**src/rtl/crc32k_fc_pkg.sv**
```systemverilog
// shared types, constants and crc update function for the crc-32k frame checker
`timescale 1ns / 1ps

package crc32k_fc_pkg;

  localparam logic [31:0] CrcPoly  = 32'h741B_8CD7;
  localparam logic [31:0] CrcInit  = 32'hFFFF_FFFF;
  localparam int unsigned SeenW    = 3;
  localparam logic [SeenW-1:0] MinFrame = SeenW'(5);
  localparam logic [SeenW-1:0] TailLen  = SeenW'(4);
  localparam int unsigned TailDepth = 4;

  // one input request
  typedef struct packed {
    logic [7:0] data_byte;
    logic       frame_end;
  } item_t;

  // one result request
  typedef struct packed {
    logic [31:0] crc_value;
    logic        crc_match;
    logic        too_short;
  } result_t;

  // byte into the low bits, then 32 msb-first shifts; flattens to an xor network
  function automatic logic [31:0] crc_feed(logic [31:0] crc_v, logic [7:0] b);
    logic [31:0] r;
    r = crc_v ^ {24'h0, b};
    for (int i = 0; i < 32; i++) begin
      r = r[31] ? ({r[30:0], 1'b0} ^ CrcPoly) : {r[30:0], 1'b0};
    end
    return r;
  endfunction

endpackage

```
**src/rtl/crc32k_fc_core.sv**
```systemverilog
// frame state (running crc, trailer delay line, byte count) and result logic
`timescale 1ns / 1ps

module crc32k_fc_core (
  input  logic                   clk_i,
  input  logic                   rst_ni,
  input  logic                   step_i,
  input  logic                   check_mode_i,
  input  crc32k_fc_pkg::item_t   item_i,
  output crc32k_fc_pkg::result_t result_o
);

  logic [31:0]                      crc_q, crc_d;
  logic [7:0]                       tail_q [crc32k_fc_pkg::TailDepth];
  logic [7:0]                       tail_d [crc32k_fc_pkg::TailDepth];
  logic [crc32k_fc_pkg::SeenW-1:0]  seen_q, seen_d;
  logic                             had_four;
  logic [31:0]                      crc_upd;
  logic [31:0]                      trailer;

  assign had_four = (seen_q >= crc32k_fc_pkg::TailLen);

  always_comb begin
    crc_upd = crc_q;
    if (check_mode_i) begin
      // oldest held byte enters the crc once four newer ones are behind it
      if (had_four) begin
        crc_upd = crc32k_fc_pkg::crc_feed(crc_q, tail_q[0]);
      end
    end else begin
      crc_upd = crc32k_fc_pkg::crc_feed(crc_q, item_i.data_byte);
    end
  end

  // trailer as seen after this byte shifts in, oldest byte most significant
  assign trailer = {tail_q[1], tail_q[2], tail_q[3], item_i.data_byte};

  always_comb begin
    result_o = '0;
    if (check_mode_i) begin
      if (!had_four) begin
        result_o.too_short = 1'b1;
      end else begin
        result_o.crc_value = crc_upd;
        result_o.crc_match = (trailer == crc_upd);
      end
    end else begin
      result_o.crc_value = crc_upd;
    end
  end

  always_comb begin
    crc_d  = crc_q;
    tail_d = tail_q;
    seen_d = seen_q;
    if (step_i) begin
      if (item_i.frame_end) begin
        crc_d  = crc32k_fc_pkg::CrcInit;
        tail_d = '{default: 8'h00};
        seen_d = '0;
      end else begin
        crc_d = crc_upd;
        if (check_mode_i) begin
          tail_d[0] = tail_q[1];
          tail_d[1] = tail_q[2];
          tail_d[2] = tail_q[3];
          tail_d[3] = item_i.data_byte;
        end
        if (seen_q < crc32k_fc_pkg::MinFrame) begin
          seen_d = seen_q + 1'b1;
        end
      end
    end
  end

  always_ff @(posedge clk_i or negedge rst_ni) begin
    if (!rst_ni) begin
      crc_q  <= crc32k_fc_pkg::CrcInit;
      tail_q <= '{default: 8'h00};
      seen_q <= '0;
    end else begin
      crc_q  <= crc_d;
      tail_q <= tail_d;
      seen_q <= seen_d;
    end
  end

endmodule

```
**config.mk**
```make
export PLATFORM = sky130hd
export DESIGN_NAME = crc32k_fc_core
export DESIGN_NICKNAME = d
export VERILOG_FILES = /design/src/rtl/crc32k_fc_pkg.sv /design/src/rtl/crc32k_fc_core.sv
export SDC_FILE = /design/constraint.sdc
export NUM_CORES = 1
export LEC_CHECK = 0
export BUFFER_PORTS_ARGS = -buffer_cell sky130_fd_sc_hd__buf_2
export CAP_MARGIN = 20
export CORE_UTILIZATION = 35
export DETAILED_ROUTE_END_ITERATION = 12
export SLEW_MARGIN = 20
export SYNTH_ARGS = -nofsm -noshare
export SYNTH_HDL_FRONTEND = slang
export SYNTH_SLANG_ARGS = --single-unit
```
**constraint.sdc**
```tcl
create_clock -name clk_i -period 7.15 [get_ports clk_i]
set_input_delay 0.715 -clock clk_i [delete_from_list [all_inputs] [get_ports clk_i]]
set_output_delay 0.715 -clock clk_i [all_outputs]
set_load 0.005 [all_outputs]
```
## Yosys cells after proc, flatten, opt, wreduce, memory -nomap -nowiden

Index checks and enable logic that the tools add are counted.

| storage, ports and cells | value |
|---|---|
| register bits after elaboration | 67 |
| bits in latches | 0 |
| bits in writable memories | 0 |
| memory bits (read-only) | 0 |
| input port bits | 13 |
| output and inout bits | 34 |
| logic and storage cells | 155 |
| memories kept | 0 |

| cells by class | value |
|---|---|
| add/subtract/negate cells | 1 |
| multipliers | 0 |
| divide/modulo/power cells | 0 |
| $lt $le $gt $ge | 2 |
| equality and inequality tests | 1 |
| shift operators | 0 |
| multiplexer cells | 75 |
| bitwise gates (word level) | 66 |
| reductions and logical operators | 4 |

Operators with widths:

| kind | number |
|---|---|
| 31-bit two-way mux | 64 |
| 17-bit inverter | 64 |
| 32-bit two-way mux | 6 |
| 32-bit by 8-bit XOR with 32-bit output | 2 |
| 33-bit two-way mux | 1 |
| 32-bit equality test | 1 |
| 3-bit two-way mux | 2 |
| 2-bit AND reduction | 2 |
| 2-bit nonzero test | 2 |
| 3-bit by 1-bit adder with 3-bit output (second input constant) | 1 |
| 3-bit greater-or-equal comparator (second input constant) | 1 |
| 3-bit less-than comparator (second input constant) | 1 |
| 2-bit two-way mux | 1 |
| 1-bit two-way mux | 1 |

## Depth between registers and ports, before layout

Gate-level depths: netlist (run 1).

| logic depth | value |
|---|---|
| word-level depth | 70 |
| depth in mapped cells | 18 |
| depth with buffers taken out | 15 |

## Worst setup path after synthesis (run 1)

OpenSTA, ideal clock, no wires.

| path | value |
|---|---|
| path kind | register to output |
| start | register crc_q[31] |
| end | output result_o[1] in the netlist's numbering |
| arrival | 5.786 ns |
| required time | 6.435 ns |
| path slack | 0.649 ns |
| cell stages (with the launch flop) | 17 |
| buffers on the path | 1 |
| path through | dfstp_2 buf_6 xor3_2 xnor2_2 xnor3_1 xnor3_2 xnor2_4 xnor3_1 xnor3_2 xnor3_2 xor2_4 nor3_1 a221oi_1 nand4_1 or4_1 or4_1 nor4_2 |

RTL lines:

| element | RTL line | RTL |
|---|---|---|
| start, declared | crc32k_fc_core.sv:13 | `logic [31:0] crc_q, crc_d;` |
| start signal, assigned | crc32k_fc_core.sv:78 | `crc_q <= crc32k_fc_pkg::CrcInit;` |
| start signal, assigned | crc32k_fc_core.sv:82 | `crc_q <= crc_d;` |
| end, declared | crc32k_fc_core.sv:10 | `output crc32k_fc_pkg::result_t result_o` |

==> impl_metrics.json, run 1 <==
{
  "seq_area_frac_synth_pct": 16.7,
  "status": "finished, final reports clean",
  "drc": 0,
  "coreArea_mm2": 0.0289,
  "wirelength_mm": 38.3,
  "insertion_delay_ns": 0.34,
  "cp-end-kind": "output port",
  "cts_buffer_depth": 2,
  "wl_per_cell_um": 25.5,
  "finalClockSkew_ns": 0.00786,
  "worst-r2r-setup-slack_ns": 1.95,
  "start_util_pct": 35.7,
  "nNetsFinal": 1125,
  "yosys_warnings": 0,
  "dp.cells": 1442,
  "grt.overflow.total": 0,
  "cp-start-kind": "register",
  "finalWeightedCongestion": 0.961,
  "synth_top_cell_area_share_pct": 20.2,
  "cts_tree": "built",
  "syn_to_final_growth_pct": 25.8,
  "yosys.area.top_type": "xnor2_1",
  "maxSlewViolCount": 0,
  "ys.flop_type": "dfrtp_1",
  "track_usage_pct": 25.2,
  "num_rows": 62,
  "synth_seq_cells": 67,
  "vias_per_cell": 5.43,
  "hold_path.class": "register to register",
  "critical_path_class": "register to output port",
  "num_vias": 8139,
  "antenna_found_initial": 1,
  "arrival_ns": 6.43,
  "numCtsBuffers": 9,
  "worst-path-max-fanout": 8,
  "grt_pass1_wl_mm": 54.9,
  "io-pin-count": 47,
  "path_cells": "buf_6 -> xor2_2 -> xnor2_1 -> xnor3_2 -> xor3_2 -> xnor2_4 -> buf_4 -> xnor3_1 -> xnor2_2 -> xnor2_1 -> a21oi_2 -> mux2_2 -> a2111o_1 -> nor4_2 -> buf_4 -> nand4_1 -> or4_1 -> nor4_2 -> buf_2",
  "holdWs_ns": 0.518,
  "clk_pin_slew_ns": 0.06,
  "grt_setup_unrepaired": "yes",
  "drt_iter0_drc": 907,
  "synth_edf_count": 0,
  "slowest_delay_ns": 0.64,
  "final-hold-violation-count": 0,
  "final-setup-viol-count": 0,
  "first_pass_iters": 6,
  "die_h_um": 174,
  "max_slew.worst_pin.slew_ns": 0.965,
  "cp_num_buf_inv": 4,
  "grt_pass1_vias": 7883,
  "htreeDepth": 3,
  "cts-root-buf": "clkbuf_16",
  "place_hpwl_mm": 30.6,
  "drv_cap": 0,
  "crit_family": "XOR/XNOR gates",
  "stdcell_count": 1499,
  "cp_slowest_cell": "dfstp_2",
  "maxSlewHeadroom_pct": 35.6,
  "syn_inst": 948,
  "drtAntennaViolNets": 0,
  "fillCellCount": 2683,
  "clock_sinks": 67,
  "synthArstFlopShare_pct": 100,
  "synth_cell_types": 68,
  "fin_crit_sh_pct": 100,
  "cp.required_ns": 6.43,
  "dieArea_mm2": 0.0301,
  "yosys-top-cells-area": "xnor2_1 20%, xnor3_1 17%, dfrtp_1 8.5%",
  "max_freq_ghz": 0.140,
  "grt_max_degree": 68,
  "synth.most_common_cell": "xnor2_1",
  "yosys-top-cells-count": "238 x xnor2_1, 91 x xor2_1, 80 x nor2_1",
  "syn_avg_cell_area_um2": 10.9,
  "antenna_cells": 0,
  "drive_gt1_share_pct": 36.1,
  "syn_area_mm2": 0.0103,
  "synthesis.nets": 963,
  "dieWidth_um": 174,
  "fin_crit_ns": 7.15,
  "io_buffers": 46
}
cells in the final DEF, fill, tap and decap left out, types with 8 or more instances in the layout:
cell type | netlist | routed
xnor3_2 | 13 | 31
dfrtp_1 | 35 | 35
xor3_2 | 4 | 14
xor3_1 | 18 | 8
nand3_1 | 10 | 10
buf_4 | 7 | 146
nor2_1 | 80 | 76
and2_1 | 13 | 13
buf_2 | 5 | 46
xnor2_4 | 6 | 20
mux2i_1 | 9 | 8
a22o_1 | 34 | 34
xnor2_2 | 23 | 44
xor2_1 | 91 | 78
clkbuf_16 | 0 | 9
xnor2_1 | 238 | 203
xnor3_1 | 77 | 59
inv_1 | 13 | 13
xor2_4 | 3 | 11
nand2_1 | 30 | 30
dfstp_2 | 32 | 31
o22ai_1 | 8 | 8
o21ai_0 | 21 | 20
o22a_1 | 15 | 15
a21oi_1 | 41 | 40
xor2_2 | 13 | 18
per-layer routing:
layer | share of wire (%) | GRT usage [%]
met4 | 5.3 | 11.2
met1 | 42 | 35.1
met3 | 8.0 | 2.87
met2 | 45 | 39.3
met5 | 0.021 | 0
area by class of cell:
class	instances	area [um2]	share of cell area, %
multi-input cells	819	8960	69.2
flip-flops and latches	67	1720	13.3
repair buffers	200	1450	11.2
well taps	384	480	3.71
clock buffers	9	225	1.74
clock inverters	7	75.1	0.580
inverters	13	48.8	0.377
sequential cells by signal (all words and copies together), names as in the netlist:
signal  count
crc_q      32
seen_q      3
tail_q     32
metrics by stage:
step,utilization [%],setup TNS (ns),area [um2],worst slack [ns]
after floorplan,-,0,10300,0.649
after global placement,40.3,0,11600,0.0357
after detailed placement,40.3,0,11600,0.0629
after CTS,42.1,0,12200,0.00167
after global routing,44.9,-0.108,13000,-0.108
final,44.9,0,13000,0.00180
final timing paths:
check                                   end  cells past startpoint  startpoint
max in group asynchronous        tail_q[22]                      2      rst_ni
worst max register to register    crc_q[20]                     15   crc_q[29]
worst min register to register    crc_q[28]                      2   crc_q[28]
worst min-delay path              crc_q[28]                      2   crc_q[28]
min in group asynchronous         seen_q[2]                      2      rst_ni
worst max-delay path            result_o[1]                     19   crc_q[29]
kinds of logic after synthesis:
family	synth area share, %
muxes	1.09
DFF	16.7
adders and majority gates	0.243
xor gates and xnor gates	61.1
AOI/OAI and AO/OA	11.0
and+or+nand+nor	7.09
buffers and inverters	2.88
what timing repair did:
| item | in CTS | in global routing |
|---|---|---|
| hold endpoints to repair | 0 | 0 |
| pin swaps | 4 | 42 |
| endpoints found under the setup margin | 1 | 1 |
| resized for setup | 23 | 92 |
| buffers inserted | 11 | 30 |
| hold buffers | 0 | 0 |
worst register-to-register path, cell delays in order (launching register included):
cell and delay (ns):
dfstp_2 0.64, buf_6 0.20, xor2_2 0.23, xnor2_1 0.21
xnor3_2 0.57, xor3_2 0.52, xnor2_4 0.26, xnor2_2 0.15
xnor3_2 0.56, xnor3_2 0.40, xnor2_4 0.22, buf_4 0.17
xor2_1 0.29, xnor2_1 0.15, a21oi_1 0.36, o22a_1 0.21
Power of run 1 is not shown: default switching activity piles up to over one toggle a cycle in this logic, so the estimate is an artifact.
==> run 2, diff against run 1 <==
--- a/config.mk
+++ b/config.mk
@@ -9,6 +9,7 @@
 export CAP_MARGIN = 20
 export CORE_UTILIZATION = 35
 export DETAILED_ROUTE_END_ITERATION = 12
+export SETUP_SLACK_MARGIN = 0.5
 export SLEW_MARGIN = 20
 export SYNTH_ARGS = -nofsm -noshare
 export SYNTH_HDL_FRONTEND = slang
==> run 2 against run 1 <==
  * Global-route usage rose by 0.73 points
  * Sequential cell count did not move
  * Register-to-register slack got worse by 0.02 ns
  * Clock skew fell by 0.00066 ns
==> impl_metrics.json, run 2 (synthesis gave the netlist of run 1 again) <==
{
  "status": "finished, final reports clean",
  "maxSlewHeadroom_pct": 34.9,
  "num_vias": 8289,
  "start_util_pct": 35.7,
  "place_hpwl_mm": 30.6,
  "cp.required_ns": 6.43,
  "io_buffers": 46,
  "cts-root-buf": "clkbuf_16",
  "layout_commonest_cell": "xnor2_1",
  "die_h_um": 174,
  "wirelength_mm": 38.8,
  "regArea_mm2": 0.00172,
  "wl_per_cell_um": 25.4,
  "crit_family": "XOR/XNOR gates",
  "fin_crit_ns": 6.96,
  "antenna_cells": 0,
  "multi_input_area_mm2": 0.00901,
  "grt_pass1_vias": 8220,
  "htreeDepth": 3,
  "drt_iter0_drc": 944,
  "fin_crit_sh_pct": 97.4,
  "path_cells": "buf_4 -> xnor3_1 -> xnor3_2 -> buf_6 -> xnor3_2 -> xor3_2 -> xnor2_1 -> xnor3_2 -> buf_4 -> xnor3_1 -> xor2_1 -> a21oi_2 -> xor2_1 -> o21ai_1 -> or4_1 -> or4_4 -> nor4_4 -> buf_2",
  "finalWeightedCongestion": 0.961,
  "vias_per_cell": 5.44,
  "numCtsBuffers": 9,
  "insertion_delay_ns": 0.34,
  "drc": 0,
  "cp_slowest_cell": "dfstp_2",
  "clock_sinks": 67,
  "largestRegisters": "crc_q (32), tail_q (32), seen_q (3)",
  "first_pass_iters": 5,
  "cts_hold_buf": 0,
  "max_freq_ghz": 0.144,
  "antenna_found_initial": 0,
  "nNetsFinal": 1151,
  "grt_pass1_wl_mm": 56.8,
  "final-setup-viol-count": 0,
  "final_cell_mix": "199 x xnor2_1, 165 x buf_4, 78 x xor2_1",
  "fillCellCount": 2657,
  "worst-path-max-fanout": 4,
  "grt_setup_unrepaired": "yes",
  "grt.overflow.total": 0,
  "crit_top_cell": "xnor3_2",
  "num_rows": 62,
  "cp-end-kind": "output port",
  "drtAntennaViolNets": 0,
  "clk_pin_slew_ns": 0.06,
  "cp_num_buf_inv": 4,
  "syn_to_final_growth_pct": 28.8,
  "drive_gt1_share_pct": 38.7,
  "setup_tns_ns": 0,
  "coreArea_mm2": 0.0289,
  "grt_max_degree": 68,
  "dieArea_mm2": 0.0301,
  "maxSlewViolCount": 0,
  "hold_path.class": "register to register",
  "slowest_delay_ns": 0.59,
  "cts_buffer_depth": 2,
  "arrival_ns": 6.25,
  "io-pin-count": 47,
  "finalClockSkew_ns": 0.00720,
  "final-hold-violation-count": 0,
  "cts_tree": "built",
  "dieWidth_um": 174,
  "critical_path_class": "register to output port",
  "drv_cap": 0,
  "cp-start-kind": "register",
  "track_usage_pct": 25.9,
  "max_slew.worst_pin.slew_ns": 0.974
}
-- run 2: cell count changes in the layout (fill, tap and decap cells not counted), sizes merged --
cell  delta
buf     +26
-- run 2: layout make-up --
type / count / share of cell area, %
Clock buffer: 9 / 1.70
Sequential cell: 67 / 12.9
Tap cell: 384 / 3.62
Clock inverter: 7 / 0.566
Multi-Input combinational cell: 819 / 67.9
Inverter: 13 / 0.368
Timing Repair Buffer: 226 / 12.9
-- run 2: through the flow --
stage	cell area, um2	util [%]	hold WS, ns	worst slack, ns	cells
6_report	13300	46.0	0.520	0.185	1525
5_1_grt	13300	46.0	0.543	0.0398	1525
4_1_cts	12900	44.7	0.516	0.185	1503
3_5_place_dp	11600	40.3	0.496	0.0629	1442
3_3_place_gp	11600	40.3	0.500	0.0357	1442
2_1_floorplan	10300	-	0.419	0.649	948
-- run 2: worst paths after layout --
kind | slack (ns) | depth (start not counted) | end | start
worst min register to register | 0.52 | 2 | crc_q[28] | crc_q[28]
min in group asynchronous | 0.59 | 2 | seen_q[2] | rst_ni
worst min-delay path | 0.52 | 2 | crc_q[28] | crc_q[28]
max in group asynchronous | 5.99 | 2 | tail_q[3] | rst_ni
worst max-delay path | 0.19 | 18 | result_o[1] | crc_q[29]
worst max register to register | 1.93 | 19 | crc_q[20] | crc_q[29]
-- run 2: layer usage --
layer,GRT usage (%),share of wire [%],wire length (um),vias to the layer above
met1,36.2,42,16300,4167
met5,0,0,0,-
li1,-,-,-,3609
met3,3.31,8.2,3180,81
met4,9.99,4.3,1680,0
met2,40.8,45,17600,432
-- run 2: worst reg2reg max path: cells and delay by family, from the launching register on --
family,cells,cell delay [ns]
AOI/OAI and AO/OA,2,0.56
xor gates and xnor gates,11,3.01
buffers and inverters,6,1.02
DFF,1,0.59
-- run 2: repair_timing --
item | 4_1_cts | 5_1_grt
resized for setup | 99 | 29
setup buffers | 45 | 22
endpoints found under the setup margin | 1 | 1
pin swaps | 44 | 29
Power of run 2 is left out for the same reason.
